### config.mk
export PLATFORM = sky130hd
export DESIGN_NAME = cmsc_hash
export DESIGN_NICKNAME = d
export VERILOG_FILES = /design/src/design/cmsc_pkg.sv /design/src/design/cmsc_hash.sv
export SDC_FILE = /design/constraint.sdc
export NUM_CORES = 2
export LEC_CHECK = 0
export ABC_AREA = 1
export BUFFER_PORTS_ARGS = -buffer_cell sky130_fd_sc_hd__buf_4
export CORE_ASPECT_RATIO = 1.5
export CORE_MARGIN = 5
export CORE_UTILIZATION = 49
export DETAILED_ROUTE_END_ITERATION = 16
export HOLD_SLACK_MARGIN = 0.08
export PLACE_DENSITY = 0.68
export SETUP_SLACK_MARGIN = 0.4
export SYNTH_ARGS = -nofsm -noshare
export SYNTH_HDL_FRONTEND = slang
export SYNTH_SLANG_ARGS = --single-unit
### constraint.sdc
create_clock -name clk -period 6.1 [get_ports clk]
set_input_delay 0.305 -clock clk [delete_from_list [all_inputs] [get_ports clk]]
set_output_delay 0.305 -clock clk [all_outputs]
set_load 0.005 [all_outputs]
### src/design/cmsc_pkg.sv
package cmsc_pkg;

  localparam int          CNT_W       = 32;
  localparam int          COEF_W      = 32;
  localparam int          KEY_W       = 64;
  localparam int          NUM_COEFS   = 4;
  localparam int          COEF_IDX_W  = $clog2(NUM_COEFS);
  localparam int          PADDR_W     = $clog2(NUM_COEFS * 4);
  localparam logic [CNT_W-1:0] COUNT_MAX = {CNT_W{1'b1}};

  localparam int          ROWS_DEF      = 4;
  localparam int          COLUMNS_DEF   = 1024;
  localparam logic [31:0] HASH_MASK_DEF = 32'h7FFF_FFFF;

  // register stages in the column hash, key register to column register
  localparam int          HASH_LAT    = 5;
  localparam int          HCNT_W      = $clog2(HASH_LAT);

  localparam logic [COEF_W-1:0] COEF_RESET [NUM_COEFS] = '{32'd1, 32'd3, 32'd5, 32'd7};

  typedef enum logic [1:0] {
    REQ_ADD   = 2'd0,
    REQ_EST   = 2'd1,
    REQ_HALVE = 2'd2
  } req_t;

  typedef enum logic [2:0] {
    ST_CLEAR,
    ST_IDLE,
    ST_HASH,
    ST_READ,
    ST_UPDATE,
    ST_HALVE,
    ST_DONE
  } state_t;

endpackage

### src/design/cmsc_hash.sv
module cmsc_hash #(
  parameter int          COLUMNS   = cmsc_pkg::COLUMNS_DEF,
  parameter logic [31:0] HASH_MASK = cmsc_pkg::HASH_MASK_DEF
) (
  input  logic                           clk,
  input  logic [cmsc_pkg::KEY_W-1:0]     key,
  input  logic [cmsc_pkg::COEF_W-1:0]    coef,
  output logic [$clog2(COLUMNS)-1:0]     col
);
  import cmsc_pkg::*;

  localparam int          COL_W   = $clog2(COLUMNS);
  localparam int          REM_W   = COL_W + 1;
  localparam logic [63:0] RECIP64 = (64'd1 << 32) / COLUMNS;
  localparam logic [31:0] RECIP   = RECIP64[31:0];
  localparam logic [REM_W-1:0] COLS_REM = REM_W'(COLUMNS);

  logic [63:0]      lo_prod_r;
  logic [31:0]      hi_prod_r;
  logic [31:0]      fold_r;
  logic [31:0]      quot_r;
  logic [31:0]      fold_d_r;
  logic [REM_W-1:0] rem_r;
  logic [COL_W-1:0] col_r;

  logic [63:0] hi_full;
  logic [63:0] recip_prod;
  logic [63:0] back_prod;
  logic [31:0] rem_full;

  assign hi_full    = coef * key[63:32];
  assign recip_prod = fold_r * RECIP;
  assign back_prod  = quot_r * 32'(COLUMNS);
  assign rem_full   = fold_d_r - back_prod[31:0];

  // upper half of the 64-bit product only feeds bits 63:32, so the fold
  // (h + h>>32) reduces to a 32-bit three-term sum ahead of the mask.
  // quotient estimate from the reciprocal is exact or one low, so the
  // remainder stays below twice the column count.
  always_ff @(posedge clk) begin
    lo_prod_r <= coef * key[31:0];
    hi_prod_r <= hi_full[31:0];
    fold_r    <= (lo_prod_r[31:0] + lo_prod_r[63:32] + hi_prod_r) & HASH_MASK;
    quot_r    <= recip_prod[63:32];
    fold_d_r  <= fold_r;
    rem_r     <= rem_full[REM_W-1:0];
    col_r     <= (rem_r >= COLS_REM) ? COL_W'(rem_r - COLS_REM) : rem_r[COL_W-1:0];
  end

  assign col = col_r;

endmodule

## Word level (Yosys, flattened, before mapping)

Cells that the tools add are included.
Widths: inputs -> output; s select.

- Bits in registers: 98
- Bits of input ports: 97
- Output and inout bits: 10
- Word-level logic and storage cells: 15

- Add/sub/neg operators: 4
- Multipliers: 2
- Magnitude comparators: 1
- Multiplexer cells: 1

Operator list:

| operator | number |
|---|---|
| $mul 32x32->43 | 1 |
| $mul 32x32->11 | 1 |
| $add 11x11->11 | 2 |
| $ge 11x11->1 const B | 1 |
| $sub 11x11->11 | 1 |
| $mux 10 | 1 |
| $sub 10x1->10 const B | 1 |

## Longest topological paths before layout

- Depth in word-level cells: 2
- Gate-level depth with buffers: 33
- Mapped depth without buffers: 31

## Least setup slack after synthesis

Ideal clock, no wire load.

- Kind: input port to flip-flop
- Start: input port key[12] in the netlist's numbering
- End: register lo_prod_r[41]
- Setup time: 112 ps
- Arrival time: 6259 ps
- Data required time: 5988 ps
- Path slack: -272 ps
- Cell stages on the path: 28
- Path buffers: 2
- Cell sequence: clkbuf_1 -> buf_1 -> nand2_1 -> fa_1 -> inv_1 -> fa_1 -> fa_1 -> inv_1 -> fa_1 -> inv_1 -> fa_1 -> fa_1 -> fa_1 -> inv_1 -> fa_1 -> inv_1 -> ha_1 -> nand2_1 -> nor2_1 -> nand2_1 -> nor2_1 -> nand3_1 -> nand3_1 -> nor2_1 -> nor2_2 -> inv_1 -> nand2_1 -> nand2_1

- Longest elaborated chain between the ends: 1

RTL lines:

| element | RTL line | text |
|---|---|---|
| start: declaration | cmsc_hash.sv:6 | `input logic [cmsc_pkg::KEY_W-1:0] key,` |
| $mul 32x32->43 | cmsc_hash.sv:41 | `lo_prod_r <= coef * key[31:0];` |
| end signal: assignment | cmsc_hash.sv:41 |  |
| end: declaration | cmsc_hash.sv:18 | `logic [63:0] lo_prod_r;` |

Every way passes these cells.

## Worst setup path in the final report

- Start: input port coef[20] in the netlist's numbering
- End: register lo_prod_r[36]

- Longest elaborated chain between the ends: 1

RTL lines:

| element | RTL line | text |
|---|---|---|
| start: declaration | cmsc_hash.sv:7 | `input logic [cmsc_pkg::COEF_W-1:0] coef,` |
| $mul 32x32->43 | cmsc_hash.sv:41 |  |

Every way passes these cells.

==> qor.csv <==
metric,value,unit
grt_max_degree,28,
utilization,0.600,
startpoint_type,primary input,
synth_top_area_frac,0.488,
synth_top_area_cell,fa_1,
final.min_clock_period,6.14,ns
fillerInstances,5060,
dpl.cell_count,4691,
hold_viol,0,
seqCellArea,1400,um^2
die_area,63700,um^2
ant_nets,0,
dp_hpwl,75300,um
diodes,0,
grt_pass1_wl,136000,um
ys_warn_count,0,
fin_setup_tns,-0.0753,ns
worstPathArrival,6.40,ns
clock_skew,0.00753,ns
cp_slowest_stage_delay,0.65,ns
syn_to_final_growth,21.0,%
max_freq,163,MHz
drv_slew,0,
cap_violations,0,
clk_pin_slew,0.06,ns
gr-usage-all-layers,0.275,
fin_ws,-0.0428,ns
clock_latency,0.33,ns
nets,4956,
min_path_type,in -> reg,
synthesis.area,28700,um^2
crit_top_cell,fa_1,
whs,0.288,ns
ys_seq_elements,70,
final_cell_mix,"inv_1 (1,190), nand2_1 (1,002), fa_1 (634), buf_4 (276), ha_1 (161)",
syn_area_per_cell,7.76,um^2
grt_remaining_overflow,0,
cts_buffer_depth,2,
slew-limit-headroom,0.719,
avgRoutedWirePerCell,18.3,um
drive_gt1_frac,0.180,
hold_path_depth,3,
io_pins,107,
routed_wl,87000,um
cts-root-buf,clkbuf_16,
port_buffers,84,
firstDrtPassIters,6,
antenna_found_initial,0,
finalCritPeriodShare,1.01,
core,58000,um^2
reg2reg_depth,13,
cts.sinks,70,
htree_levels,3,
multi_input_area,23100,um^2
crit_required,6.36,ns
status,"finished, violations left",
rsz0062_at_grt,true,
r2r-start,lo_prod_r[32],
regToRegSetupSlack,3.51,ns
synthCells,3704,
cp_slowest_cell,fa_2,
synth_area_leaders,"fa_1 (49%), inv_1 (16%), nand2_1 (14%)",
end_kind,flip-flop,
syn_nets,4687,
remaining_drc_errors,0,
avgViaCountPerCell,4.93,
cts_tree,built,
violations,negative setup slack,
grt_pass1_vias,25700,
setup_viol_count_final,2,
critPathKind,in -> reg,
rows,108,
holdCritStartpoint,key[32],
initial_utilization,0.496,
final_cells,4748,
crit_fanout,12,
worstSetupStartpoint,coef[20],
synth.distinct_cells,39,
vias,23400,
cts_made_buffers,9,
worst_slew_pin_slew,0.418,ns
gp_congestion,0.980,
ctsHoldBuffers,0,
die_width,208,um
first_iter_violations,1305,
synth-seq-area-share,0.0488,
fp.dieH,307,um
layout_commonest_cell,inv_1,
==> registers in the layout, indices dropped and copies added, names as in the netlist <==
signal / count
fold_r: 10
hi_prod_r: 10
col: 10
lo_prod_r: 20
rem_r: 10
fold_d_r: 10
==> path summary, 6_finish.rpt <==
kind                         to
setup / recovery  lo_prod_r[36]
hold / removal     hi_prod_r[0]
setup reg to reg      fold_r[9]
hold reg to reg     fold_d_r[3]
==> per-layer routing <==
layer,vias to the layer above,wire length [um],track usage
met1,11700,28100,0.282
met2,757,46600,0.519
met5,-,0,0
met3,329,3820,0.0276
met4,0,8590,0.201
li1,10600,-,-
==> cells by family after synthesis <==
family | synth area share
buffers and inverters | 0.187
AND/OR/NAND/NOR | 0.161
adder cells (fa/ha/maj) | 0.569
AO/OA/AOI/OAI | 0.0183
flip-flops | 0.0488
XOR/XNOR | 0.0164
==> stage by stage <==
| stage | setup WS, ns | area, um^2 |
|---|---|---|
| after floorplan | 0.116 | 29300 |
| after global placement | -0.683 | 32400 |
| after detailed placement | -0.633 | 32400 |
| after CTS | -0.0188 | 33700 |
| after global routing | -0.209 | 34800 |
| final | -0.0428 | 34800 |
==> synthesized netlist by cell type <==
library cell / instances
inv_1: 1238
nand2_1: 1047
fa_1: 701
ha_1: 185
clkbuf_1: 130
dfxtp_1: 70
nor2_1: 64
nand3_1: 54
a21oi_1: 45
xor2_1: 31
o21ai_0: 23
xnor2_1: 19
buf_2: 15
buf_1: 13
buf_4: 11
o21bai_1: 7
a21boi_0: 4
nand3b_1: 4
nand4_1: 4
nor3_1: 4
o21a_1: 4
a211oi_1: 3
a21o_1: 3
a31oi_1: 3
nand2_2: 3
buf_6: 2
nand2_4: 2
nor2_2: 2
nor4_1: 2
o21ai_1: 2
and2_1: 1
and3_1: 1
clkbuf_2: 1
inv_2: 1
nand3_2: 1
nor4_2: 1
or2_0: 1
xnor2_2: 1
xor2_2: 1
==> cell type report <==
cell class | instances | area share
multi-input combinational | 2223 | 0.664
inverter | 1239 | 0.134
timing repair buffer | 430 | 0.126
sequential | 70 | 0.0403
tap | 770 | 0.0277
clock buffer | 9 | 0.00647
clock inverter | 7 | 0.00176
==> timing repair <==
item,in CTS,in global routing
endpoints found under the hold margin,0,0
buffers inserted,10,27
gates cloned,1,3
gates resized for setup,260,224
pin swaps,104,163
setup endpoints to repair,10,10
==> worst max-delay path, delay by kind of cell <==
kind,cells,cell delay (ns)
and+or+nand+nor,7,0.68
adders and majority gates,9,4.43
xor gates and xnor gates,1,0.15
buffers and inverters,9,0.82
Power is not shown: default switching activity piles up to over one toggle a cycle in this logic, so the estimate is an artifact.
